File: src/rtos_ready_bitmap_scheduler_defines.svh
// Assertion macros used by the scheduler back end (rrbs_back).
`ifndef RTOS_READY_BITMAP_SCHEDULER_DEFINES_SVH
`define RTOS_READY_BITMAP_SCHEDULER_DEFINES_SVH
`ifndef SYNTHESIS
`define RRBS_ASSERT(label, clk, rst_n, prop, msg) \
	label: assert property (@(posedge clk) disable iff (!rst_n) prop) else $error(msg);
`define RRBS_ASSERT_NEVER(label, clk, rst_n, expr, msg) \
	`RRBS_ASSERT(label, clk, rst_n, !(expr), msg)
`else
`define RRBS_ASSERT(label, clk, rst_n, prop, msg)
`define RRBS_ASSERT_NEVER(label, clk, rst_n, expr, msg)
`endif
`endif

File: src/rrbs_pkg.sv
`timescale 1ns / 1ps
package rrbs_pkg;

	localparam int NUM_TASKS = 64;
	localparam int WORD_BITS = 32;
	localparam int BIT_W     = 5;
	localparam int NUM_WORDS = (NUM_TASKS + WORD_BITS - 1) / WORD_BITS;
	localparam int GRP_W     = (NUM_WORDS > 1) ? $clog2(NUM_WORDS) : 1;
	localparam int IDX_W     = $clog2(NUM_TASKS);
	localparam int OP_W      = 2;
	localparam int TASK_W    = 6;
	localparam int DELAY_W   = 16;
	localparam int TICK_W    = 32;
	localparam int QPTR_W    = 1;
	localparam int QDEPTH    = 2;
	localparam int QCNT_W    = 2;

	typedef enum logic [OP_W-1:0] {
		OP_TICK  = 2'd0,
		OP_SET   = 2'd1,
		OP_CLEAR = 2'd2,
		OP_DELAY = 2'd3
	} op_t;

	typedef enum logic [1:0] {
		ST_OK       = 2'd0,
		ST_DISABLED = 2'd1,
		ST_RANGE    = 2'd2
	} status_t;

	typedef enum logic [2:0] {
		K_TICK  = 3'd0,
		K_SET   = 3'd1,
		K_CLEAR = 3'd2,
		K_DELAY = 3'd3,
		K_NONE  = 3'd4
	} kind_t;

	typedef struct packed {
		kind_t              kind;
		status_t            status;
		logic [IDX_W-1:0]   task_idx;
		logic [DELAY_W-1:0] ticks;
	} cmd_t;

	typedef struct packed {
		logic [TASK_W-1:0] highest;
		logic              any;
		logic [TICK_W-1:0] tick_count;
		status_t           status;
	} res_t;

endpackage

File: src/rrbs_ram.sv
`timescale 1ns / 1ps
module rrbs_ram #(
	parameter int WIDTH = 16,
	parameter int DEPTH = 64
) (
	input  logic                     clk,
	input  logic                     we,
	input  logic [$clog2(DEPTH)-1:0] waddr,
	input  logic [WIDTH-1:0]         wdata,
	input  logic                     re,
	input  logic [$clog2(DEPTH)-1:0] raddr,
	output logic [WIDTH-1:0]         rdata
);

	logic [WIDTH-1:0] mem [DEPTH];

	always_ff @(posedge clk) begin
		if (we) begin
			mem[waddr] <= wdata;
		end
		if (re) begin
			rdata <= mem[raddr];
		end
	end

endmodule

File: src/rrbs_front.sv
`timescale 1ns / 1ps
module rrbs_front (
	input  logic                           clk,
	input  logic                           arst_n,
	input  logic                           cfg_we,
	input  logic                           cfg_wdata,
	input  logic                           in_valid,
	output logic                           in_ready,
	input  logic [rrbs_pkg::OP_W-1:0]      in_opcode,
	input  logic [rrbs_pkg::TASK_W-1:0]    in_task,
	input  logic [rrbs_pkg::DELAY_W-1:0]   in_ticks,
	output logic                           cmd_valid,
	input  logic                           cmd_ready,
	output rrbs_pkg::cmd_t                 cmd
);

	logic                          enable_q;
	rrbs_pkg::cmd_t                fifo_q [rrbs_pkg::QDEPTH];
	logic [rrbs_pkg::QPTR_W-1:0]   wr_ptr_q;
	logic [rrbs_pkg::QPTR_W-1:0]   rd_ptr_q;
	logic [rrbs_pkg::QCNT_W-1:0]   cnt_q;
	rrbs_pkg::cmd_t                cls;
	rrbs_pkg::op_t                 op;
	logic                          push;
	logic                          pop;

	always_ff @(posedge clk or negedge arst_n) begin
		if (!arst_n) begin
			enable_q <= 1'b0;
		end else if (cfg_we) begin
			enable_q <= cfg_wdata;
		end
	end

	// Classify at accept: ticks while stopped and out-of-range tasks become no-ops.
	always_comb begin
		op           = rrbs_pkg::op_t'(in_opcode);
		cls.task_idx = rrbs_pkg::IDX_W'(in_task);
		cls.ticks    = in_ticks;
		cls.status   = rrbs_pkg::ST_OK;
		cls.kind     = rrbs_pkg::K_NONE;
		if (op == rrbs_pkg::OP_TICK) begin
			if (enable_q) begin
				cls.kind = rrbs_pkg::K_TICK;
			end else begin
				cls.status = rrbs_pkg::ST_DISABLED;
			end
		end else if (32'(in_task) >= 32'(rrbs_pkg::NUM_TASKS)) begin
			cls.status = rrbs_pkg::ST_RANGE;
		end else begin
			case (op)
				rrbs_pkg::OP_SET:   cls.kind = rrbs_pkg::K_SET;
				rrbs_pkg::OP_CLEAR: cls.kind = rrbs_pkg::K_CLEAR;
				rrbs_pkg::OP_DELAY: cls.kind = rrbs_pkg::K_DELAY;
				default:            cls.kind = rrbs_pkg::K_NONE;
			endcase
		end
	end

	assign in_ready  = cnt_q != rrbs_pkg::QCNT_W'(rrbs_pkg::QDEPTH);
	assign cmd_valid = cnt_q != '0;
	assign cmd       = fifo_q[rd_ptr_q];
	assign push      = in_valid && in_ready;
	assign pop       = cmd_valid && cmd_ready;

	always_ff @(posedge clk) begin
		if (push) begin
			fifo_q[wr_ptr_q] <= cls;
		end
	end

	always_ff @(posedge clk or negedge arst_n) begin
		if (!arst_n) begin
			wr_ptr_q <= '0;
			rd_ptr_q <= '0;
			cnt_q    <= '0;
		end else begin
			if (push) begin
				wr_ptr_q <= wr_ptr_q + 1'b1;
			end
			if (pop) begin
				rd_ptr_q <= rd_ptr_q + 1'b1;
			end
			if (push && !pop) begin
				cnt_q <= cnt_q + 1'b1;
			end else if (pop && !push) begin
				cnt_q <= cnt_q - 1'b1;
			end
		end
	end

endmodule

File: src/rrbs_back.sv
`timescale 1ns / 1ps
`include "rtos_ready_bitmap_scheduler_defines.svh"
module rrbs_back (
	input  logic            clk,
	input  logic            arst_n,
	input  logic            cmd_valid,
	output logic            cmd_ready,
	input  rrbs_pkg::cmd_t  cmd,
	output logic            res_valid,
	input  logic            res_ready,
	output rrbs_pkg::res_t  res
);

	typedef enum logic [3:0] {
		S_IDLE = 4'b0001,
		S_WALK = 4'b0010,
		S_FIND = 4'b0100,
		S_PICK = 4'b1000
	} state_t;

	localparam logic [rrbs_pkg::IDX_W-1:0] LAST_IDX = rrbs_pkg::IDX_W'(rrbs_pkg::NUM_TASKS - 1);
	localparam int PAD_W = rrbs_pkg::NUM_WORDS * rrbs_pkg::WORD_BITS;

	state_t                           state_q;
	logic [rrbs_pkg::NUM_TASKS-1:0]   ready_q;
	logic [rrbs_pkg::NUM_TASKS-1:0]   dvalid_q;
	logic [rrbs_pkg::TICK_W-1:0]      tick_q;
	logic [rrbs_pkg::IDX_W-1:0]       idx_q;
	rrbs_pkg::status_t                status_q;
	logic [rrbs_pkg::GRP_W-1:0]       grp_q;
	logic                             any_q;

	logic                             pop;
	logic                             ram_we;
	logic [rrbs_pkg::IDX_W-1:0]       ram_waddr;
	logic [rrbs_pkg::DELAY_W-1:0]     ram_wdata;
	logic                             ram_re;
	logic [rrbs_pkg::IDX_W-1:0]       ram_raddr;
	logic [rrbs_pkg::DELAY_W-1:0]     ram_rdata;
	logic [rrbs_pkg::DELAY_W-1:0]     cur;
	logic [PAD_W-1:0]                 ready_pad;
	logic [rrbs_pkg::WORD_BITS-1:0]   words [rrbs_pkg::NUM_WORDS];
	logic [rrbs_pkg::GRP_W-1:0]       grp_sel;
	logic                             grp_any;
	logic [rrbs_pkg::BIT_W-1:0]       bit_sel;
	logic [rrbs_pkg::GRP_W+rrbs_pkg::BIT_W-1:0] hi_full;

	rrbs_ram #(
		.WIDTH (rrbs_pkg::DELAY_W),
		.DEPTH (rrbs_pkg::NUM_TASKS)
	) u_delay_ram (
		.clk   (clk),
		.we    (ram_we),
		.waddr (ram_waddr),
		.wdata (ram_wdata),
		.re    (ram_re),
		.raddr (ram_raddr),
		.rdata (ram_rdata)
	);

	assign cmd_ready = state_q == S_IDLE;
	assign pop       = cmd_valid && cmd_ready;

	// An entry never written since reset reads as zero.
	assign cur = dvalid_q[idx_q] ? ram_rdata : '0;

	always_comb begin
		ram_we    = 1'b0;
		ram_waddr = idx_q;
		ram_wdata = cur - 1'b1;
		ram_re    = 1'b0;
		ram_raddr = idx_q + 1'b1;
		case (state_q)
			S_IDLE: begin
				if (pop && cmd.kind == rrbs_pkg::K_DELAY) begin
					ram_we    = 1'b1;
					ram_waddr = cmd.task_idx;
					ram_wdata = cmd.ticks;
				end
				if (pop && cmd.kind == rrbs_pkg::K_TICK) begin
					ram_re    = 1'b1;
					ram_raddr = '0;
				end
			end
			S_WALK: begin
				ram_we = cur != '0;
				ram_re = idx_q != LAST_IDX;
			end
			default: begin
				ram_we = 1'b0;
			end
		endcase
	end

	// Two-level search: highest nonempty word, then highest bit in it.
	always_comb begin
		ready_pad = PAD_W'(ready_q);
		for (int w = 0; w < rrbs_pkg::NUM_WORDS; w++) begin
			words[w] = ready_pad[w*rrbs_pkg::WORD_BITS +: rrbs_pkg::WORD_BITS];
		end
		grp_sel = '0;
		grp_any = 1'b0;
		for (int w = 0; w < rrbs_pkg::NUM_WORDS; w++) begin
			if (words[w] != '0) begin
				grp_sel = rrbs_pkg::GRP_W'(w);
				grp_any = 1'b1;
			end
		end
		bit_sel = '0;
		for (int b = 0; b < rrbs_pkg::WORD_BITS; b++) begin
			if (words[grp_q][b]) begin
				bit_sel = rrbs_pkg::BIT_W'(b);
			end
		end
		hi_full = any_q ? {grp_q, bit_sel} : '0;
	end

	assign res_valid      = state_q == S_PICK;
	assign res.highest    = rrbs_pkg::TASK_W'(hi_full);
	assign res.any        = any_q;
	assign res.tick_count = tick_q;
	assign res.status     = status_q;

	always_ff @(posedge clk or negedge arst_n) begin
		if (!arst_n) begin
			state_q  <= S_IDLE;
			ready_q  <= '0;
			dvalid_q <= '0;
			tick_q   <= '0;
			idx_q    <= '0;
			status_q <= rrbs_pkg::ST_OK;
			grp_q    <= '0;
			any_q    <= 1'b0;
		end else begin
			if (ram_we) begin
				dvalid_q[ram_waddr] <= 1'b1;
			end
			case (state_q)
				S_IDLE: begin
					if (pop) begin
						status_q <= cmd.status;
						idx_q    <= '0;
						state_q  <= S_FIND;
						case (cmd.kind)
							rrbs_pkg::K_TICK: begin
								tick_q  <= tick_q + 1'b1;
								state_q <= S_WALK;
							end
							rrbs_pkg::K_SET: begin
								ready_q[cmd.task_idx] <= 1'b1;
							end
							rrbs_pkg::K_CLEAR: begin
								ready_q[cmd.task_idx] <= 1'b0;
							end
							rrbs_pkg::K_DELAY: begin
								if (cmd.ticks != '0) begin
									ready_q[cmd.task_idx] <= 1'b0;
								end
							end
							default: begin
								ready_q <= ready_q;
							end
						endcase
					end
				end
				S_WALK: begin
					// Wake the task whose counter runs out on this tick.
					if (cur == rrbs_pkg::DELAY_W'(1)) begin
						ready_q[idx_q] <= 1'b1;
					end
					idx_q <= idx_q + 1'b1;
					if (idx_q == LAST_IDX) begin
						state_q <= S_FIND;
					end
				end
				S_FIND: begin
					grp_q   <= grp_sel;
					any_q   <= grp_any;
					state_q <= S_PICK;
				end
				S_PICK: begin
					if (res_ready) begin
						state_q <= S_IDLE;
					end
				end
				default: begin
					state_q <= S_IDLE;
				end
			endcase
		end
	end

	`RRBS_ASSERT(a_walk_step, clk, arst_n, (state_q == S_WALK && idx_q != LAST_IDX) |=> (state_q == S_WALK && idx_q == $past(idx_q) + 1'b1), "delay walk skipped an entry")
	`RRBS_ASSERT(a_walk_end, clk, arst_n, (state_q == S_WALK && idx_q == LAST_IDX) |=> state_q == S_FIND, "delay walk did not finish into search")
	`RRBS_ASSERT_NEVER(a_ram_we_state, clk, arst_n, ram_we && state_q != S_IDLE && state_q != S_WALK, "delay memory written outside idle or walk")
	`RRBS_ASSERT(a_tick_step, clk, arst_n, (tick_q != $past(tick_q)) |-> (tick_q == $past(tick_q) + 1'b1), "tick count moved by other than one")
	`RRBS_ASSERT(a_set_lands, clk, arst_n, $past(pop && cmd.kind == rrbs_pkg::K_SET) |-> ready_q[$past(cmd.task_idx)], "set ready did not reach the bitmap")

endmodule

File: src/rtos_ready_bitmap_scheduler.sv
`timescale 1ns / 1ps
// Two-level ready-bitmap task scheduler with a per-task delay counter memory.
// Each input beat is one operation (tick, set ready, clear ready, delay task) and yields
// one result beat with the highest ready task (0 when none), the any-ready flag, the tick
// count and a status. A two-entry command queue takes input beats at one per cycle while
// it has room, independent of the result side. Set, clear, delay and ignored ticks go
// through the search and pick states of the execution unit; an enabled tick first walks
// the delay memory (separate read and write ports), one counter per cycle.
// Delay counters reset to zero through per-entry valid flops, so no clearing pass is run.
// scheduler_enable (cfg_wdata) resets to 0; ticks taken while it is 0 report status 1.
module rtos_ready_bitmap_scheduler (
	input  logic        clk,
	input  logic        arst_n,
	input  logic        cfg_we,
	input  logic        cfg_wdata,       // scheduler_enable
	input  logic        s_axis_tvalid,
	output logic        s_axis_tready,
	input  logic [23:0] s_axis_tdata,    // [5:0] task_req, [21:6] delay_ticks
	input  logic [1:0]  s_axis_tuser,    // [1:0] opcode
	output logic        m_axis_tvalid,
	input  logic        m_axis_tready,
	output logic [47:0] m_axis_tdata     // [5:0] highest_ready, [6] any_ready,
	                                     // [38:7] tick_count, [40:39] status
);

	logic           cmd_valid;
	logic           cmd_ready;
	rrbs_pkg::cmd_t cmd;
	logic           res_valid;
	logic           res_ready;
	rrbs_pkg::res_t res;
	logic           m_valid_q;
	rrbs_pkg::res_t m_data_q;

	rrbs_front u_front (
		.clk       (clk),
		.arst_n    (arst_n),
		.cfg_we    (cfg_we),
		.cfg_wdata (cfg_wdata),
		.in_valid  (s_axis_tvalid),
		.in_ready  (s_axis_tready),
		.in_opcode (s_axis_tuser),
		.in_task   (s_axis_tdata[5:0]),
		.in_ticks  (s_axis_tdata[21:6]),
		.cmd_valid (cmd_valid),
		.cmd_ready (cmd_ready),
		.cmd       (cmd)
	);

	rrbs_back u_back (
		.clk       (clk),
		.arst_n    (arst_n),
		.cmd_valid (cmd_valid),
		.cmd_ready (cmd_ready),
		.cmd       (cmd),
		.res_valid (res_valid),
		.res_ready (res_ready),
		.res       (res)
	);

	// Hold the result beat until the sink takes it.
	assign res_ready = !m_valid_q || m_axis_tready;

	always_ff @(posedge clk or negedge arst_n) begin
		if (!arst_n) begin
			m_valid_q <= 1'b0;
		end else if (res_ready) begin
			m_valid_q <= res_valid;
		end
	end

	always_ff @(posedge clk) begin
		if (res_ready && res_valid) begin
			m_data_q <= res;
		end
	end

	assign m_axis_tvalid = m_valid_q;
	assign m_axis_tdata  = {7'b0, m_data_q.status, m_data_q.tick_count, m_data_q.any,
		m_data_q.highest};

endmodule

File: config.mk
export PLATFORM = sky130hd
export DESIGN_NAME = rtos_ready_bitmap_scheduler
export DESIGN_NICKNAME = d
export VERILOG_FILES = /design/src/rrbs_pkg.sv /design/src/rrbs_ram.sv /design/src/rrbs_front.sv /design/src/rrbs_back.sv /design/src/rtos_ready_bitmap_scheduler.sv
export VERILOG_INCLUDE_DIRS = /design/src /design/src/src
export SDC_FILE = /design/constraint.sdc
export NUM_CORES = 2
export LEC_CHECK = 0
export ABC_AREA = 1
export ABC_CLOCK_PERIOD_IN_PS = 5700
export BUFFER_PORTS_ARGS = -buffer_cell sky130_fd_sc_hd__buf_2
export CAP_MARGIN = 20
export CORE_ASPECT_RATIO = 0.6
export CORE_UTILIZATION = 40
export CTS_BUF_LIST = sky130_fd_sc_hd__clkbuf_2
export DETAILED_ROUTE_END_ITERATION = 12
export SYNTH_ARGS = -nofsm -noshare
export SYNTH_HDL_FRONTEND = slang
export SYNTH_SLANG_ARGS = --single-unit
File: constraint.sdc
create_clock -name clk -period 5.7 [get_ports clk]
set_input_delay 1.14 -clock clk [delete_from_list [all_inputs] [get_ports clk]]
set_output_delay 1.14 -clock clk [all_outputs]
set_load 0.01 [all_outputs]
==> impl_metrics.json <==
{
  "grt_pass1_vias": 36090,
  "cts_post_setup_buffers_inserted": 0,
  "detailed_place_hpwl_um": 90420,
  "cp_num_buf_inv": 3,
  "wire_length_of_the_first_global_routing_pass_um": 227900,
  "drive_above_1_share_pct": 15.87,
  "total_vias_in_the_final_route": 38160,
  "largest_buffer_count_on_any_clock_path": 4,
  "layout.cells.non_filler": 6890,
  "gp_routability_congestion": 0.9080,
  "die_w_um": 480.9,
  "finalNetCount": 4910,
  "grt_start_max_net_pins": 156,
  "fin_crit_ns": 4.836,
  "worstPathArrival_ns": 6.07,
  "finalClockSkew_ns": 0.1695,
  "max_cap_viol_count": 0,
  "multiInputGateArea_um2": 14850,
  "clock_tree_from_tritoncts": "done",
  "syn_area_um2": 55040,
  "final.period_utilization_pct": 84.84,
  "synth_cell_types": 56,
  "vdd_drop_max_mv": 0.3783,
  "worst_r2r_path_depth": 20,
  "cts_buffers": 306,
  "final_core_util_pct": 44.83,
  "antenna_violations_before_repair": 6,
  "drc_errors": 0,
  "area.sequential_um2": 38470,
  "critical_path_class": "reg -> reg",
  "most_frequent_cp_cell": "nand2_1",
  "worst_margin_slew_ns": 1.211,
  "core_um2": 136600,
  "cts.clk_slew.worst_paths_ns": 0.11,
  "critical_path.max_stage_delay_ns": 0.67,
  "ys_ff_latch": 1311,
  "io_buf_count": 71,
  "worstSetupEndpointType": "register",
  "reg2reg_slack_ns": 0.86,
  "report.power.total_mw": 28.11,
  "p_leak_nw": 21.33,
  "reg2reg_to": "u_back.u_delay_ram.mem[0][14]",
  "final_cell_mix": "edfxtp_1 (1132), nor2_1 (838), o21ai_0 (493)",
  "htree_num_levels": 5,
  "final_hold_viol_count": 0,
  "path_max_fanout": 65,
  "ctsRootBufferMaster": "clkbuf_2",
  "cp_top_family": "simple AND/OR/NAND/NOR gates",
  "routed_wl_um": 153700,
  "critical_path.startpoint_type": "register",
  "die_height_um": 289.3,
  "area.growth.synth_to_final_pct": 11.28,
  "route.antenna.remaining_nets": 0,
  "n_fill_cell": 12610,
  "status": "complete, no violations",
  "leading_cell_type_in_the_layout_fill_and_taps_excluded": "edfxtp_1",
  "die_area_um2": 139100,
  "route.detailed.vias_per_inst": 5.538,
  "ys_dominant_reg_cell": "edfxtp_1",
  "setup_tns_ns": 0,
  "yosys_warnings": 0,
  "slew_violations": 0,
  "fp-row-count": 105,
  "worstPathCellList": "inv_2 > nand3_2 > inv_2 > nand2_1 > o21ai_0 > o41ai_1 > nand2_1 > nor2_1 > nand2_2 > nand2_1 > ha_1 > nand2_1 > nor2_1 > nand2_1 > nor2_2 > nand2_1 > o21ai_1 > nand2_1 > o21ai_4 > buf_4",
  "first_iter_violations": 4561,
  "clock_sinks": 1311,
  "cell_count_after_synthesis": 4605,
  "fin_worst_hold_slack_ns": 0.1522,
  "rsz0062_at_grt": "false",
  "grt.overflow.total": 0,
  "post_cts_resized": 0,
  "grt_resource_usage_total_pct": 21.74,
  "clock_insertion_delay_worst_skew_ns": 1.67,
  "number_of_endpoints_failing_setup_at_the_final_stage": 0,
  "min-delay-path-class": "in -> async",
  "drt-pass1-iter-count": 6,
  "postSynth.asyncResetShare_pct": 13.65,
  "num_io_pins": 82,
  "synth_enable_flop_cells": 1132,
  "synth.yosys.seq_area_share_pct": 69.90,
  "powerDensity_nw_per_um2": 458.9,
  "rr_startpoint": "u_back.idx_q[0]",
  "cp_data_required_time_ns": 6.93,
  "slew_headroom_pct": 18.97,
  "start_util_pct": 40.28,
  "maxClockFrequency_mhz": 206.8,
  "crit_slowest_cell": "dfrtp_1",
  "syn-mean-instance-area_um2": 11.95,
  "numPlacedInstances": 6341,
  "route.detailed.wl_per_inst_um": 22.30
}
## metrics by stage
step                setup slack [ns]  area [µm²]
finish                        0.8640       61250
global route                  0.6044       61250
CTS                           0.8700       61000
detailed placement            0.8333       58200
global placement              0.9546       58120
floorplan                     0.4134       55060
## final cells by class
type | count | area share, %
flip-flops and latches | 1311 | 62.81
diodes | 5 | 0.02043
clock buffers | 460 | 3.759
multi-input cells | 2778 | 24.24
repair buffers | 259 | 3.763
clock inverters | 42 | 0.3534
inverters | 216 | 1.336
well taps | 1819 | 3.716
## state kept, by name, indices dropped and copies added, names as in the netlist, 2 cells and up, named ones only
| register | cells |
|---|---|
| u_back.idx_q | 6 |
| u_front.cnt_q | 2 |
| u_back.state_q | 4 |
| u_back.dvalid_q | 64 |
| u_back.u_delay_ram.mem | 1024 |
| u_back.u_delay_ram.rdata | 16 |
| u_front.fifo_q | 52 |
| u_back.tick_q | 32 |
| m_axis_tdata | 40 |
## repair_timing
item / CTS / global route
endpoints found under the setup margin: 0 / 0
hold endpoints to repair: 141 / 0
hold buffers: 29 / 0
## synthesized netlist by cell type (3+ instances only)
master / n / area, µm²
edfxtp_1: 1132 / 33990
nor2_1: 872 / 3273
o21ai_0: 499 / 2497
nand2_1: 392 / 1471
clkbuf_1: 236 / 885.9
inv_1: 205 / 769.5
nand3_1: 189 / 945.9
dfrtp_1: 178 / 4454
o21bai_1: 137 / 1028
o211ai_1: 129 / 968.4
o32ai_1: 128 / 1121
o311ai_0: 125 / 1095
a21oi_1: 81 / 405.4
buf_1: 30 / 112.6
xor2_1: 29 / 254.0
o22ai_1: 22 / 137.6
buf_2: 21 / 105.1
buf_4: 18 / 135.1
nor4_1: 18 / 112.6
mux2i_1: 15 / 150.1
nor3_1: 15 / 75.07
or2_2: 15 / 93.84
nand4_1: 14 / 87.58
xnor2_1: 11 / 96.34
inv_2: 10 / 37.54
nand2_2: 8 / 50.05
or2_1: 8 / 50.05
ha_1: 6 / 75.07
nor2_2: 6 / 37.54
o21ai_1: 6 / 30.03
o41ai_1: 6 / 52.55
a31oi_1: 4 / 25.02
nand3_2: 4 / 40.04
o311ai_1: 4 / 35.03
a22oi_1: 3 / 22.52
## cell families after synthesis
| group | Yosys count | share of synthesized area [%] |
|---|---|---|
| buffers and inverters | 523 | 3.765 |
| flip-flops | 1311 | 69.90 |
| other | 1 | 0.006814 |
| multiplexers | 16 | 0.2933 |
| XOR/XNOR | 40 | 0.6365 |
| AO/OA/AOI/OAI | 1156 | 13.67 |
| AND/OR/NAND/NOR | 1552 | 11.59 |
| adder cells (fa/ha/maj) | 6 | 0.1364 |
## worst reg2reg max path, cell delays in order (launching register included)
cell and delay [ns]:
dfrtp_1 0.67, inv_2 0.14, nand3_2 0.37, inv_2 0.11, nand2_1 0.07, o21ai_0 0.08
o41ai_1 0.48, nand2_1 0.10, nor2_1 0.14, nand2_2 0.27, nand2_1 0.25, ha_1 0.26
nand2_1 0.10, nor2_1 0.16, nand2_1 0.13, nor2_2 0.15, nand2_1 0.11, o21ai_1 0.14
nand2_1 0.09, o21ai_4 0.07, buf_4 0.62
## power breakdown
part,internal (mW),total (mW),switching (mW)
Combinational,2.30,9.39,7.09
Clock,2.19,5.91,3.72
Sequential,12.6,12.8,0.251
## metal layers
layer	share of wire, %	wire length [µm]	global-route usage [%]	vias to the layer above
met2	40	60830	28.22	1706
met3	11	16990	6.674	211
li1	-	-	-	17500
met1	47	72880	34.00	18740
met5	0.37	573	2.540	-
met4	1.5	2375	5.921	6
## how the worst max path moves through the flow
stage	start	endpoint	slack, ns	cells past startpoint
floorplan	u_back.idx_q[2]	u_back.u_delay_ram.mem[0][1]	0.41	14
global placement	u_back.idx_q[0]	u_back.u_delay_ram.mem[4][1]	0.95	19
detailed placement	u_back.idx_q[0]	u_back.u_delay_ram.mem[52][4]	0.83	19
CTS	u_back.idx_q[0]	u_back.u_delay_ram.mem[52][9]	0.87	19
global route	u_back.idx_q[0]	u_back.u_delay_ram.mem[0][14]	0.60	20
finish	u_back.idx_q[0]	u_back.u_delay_ram.mem[0][14]	0.86	20
Note: power is estimated with default switching activity, not from simulation.
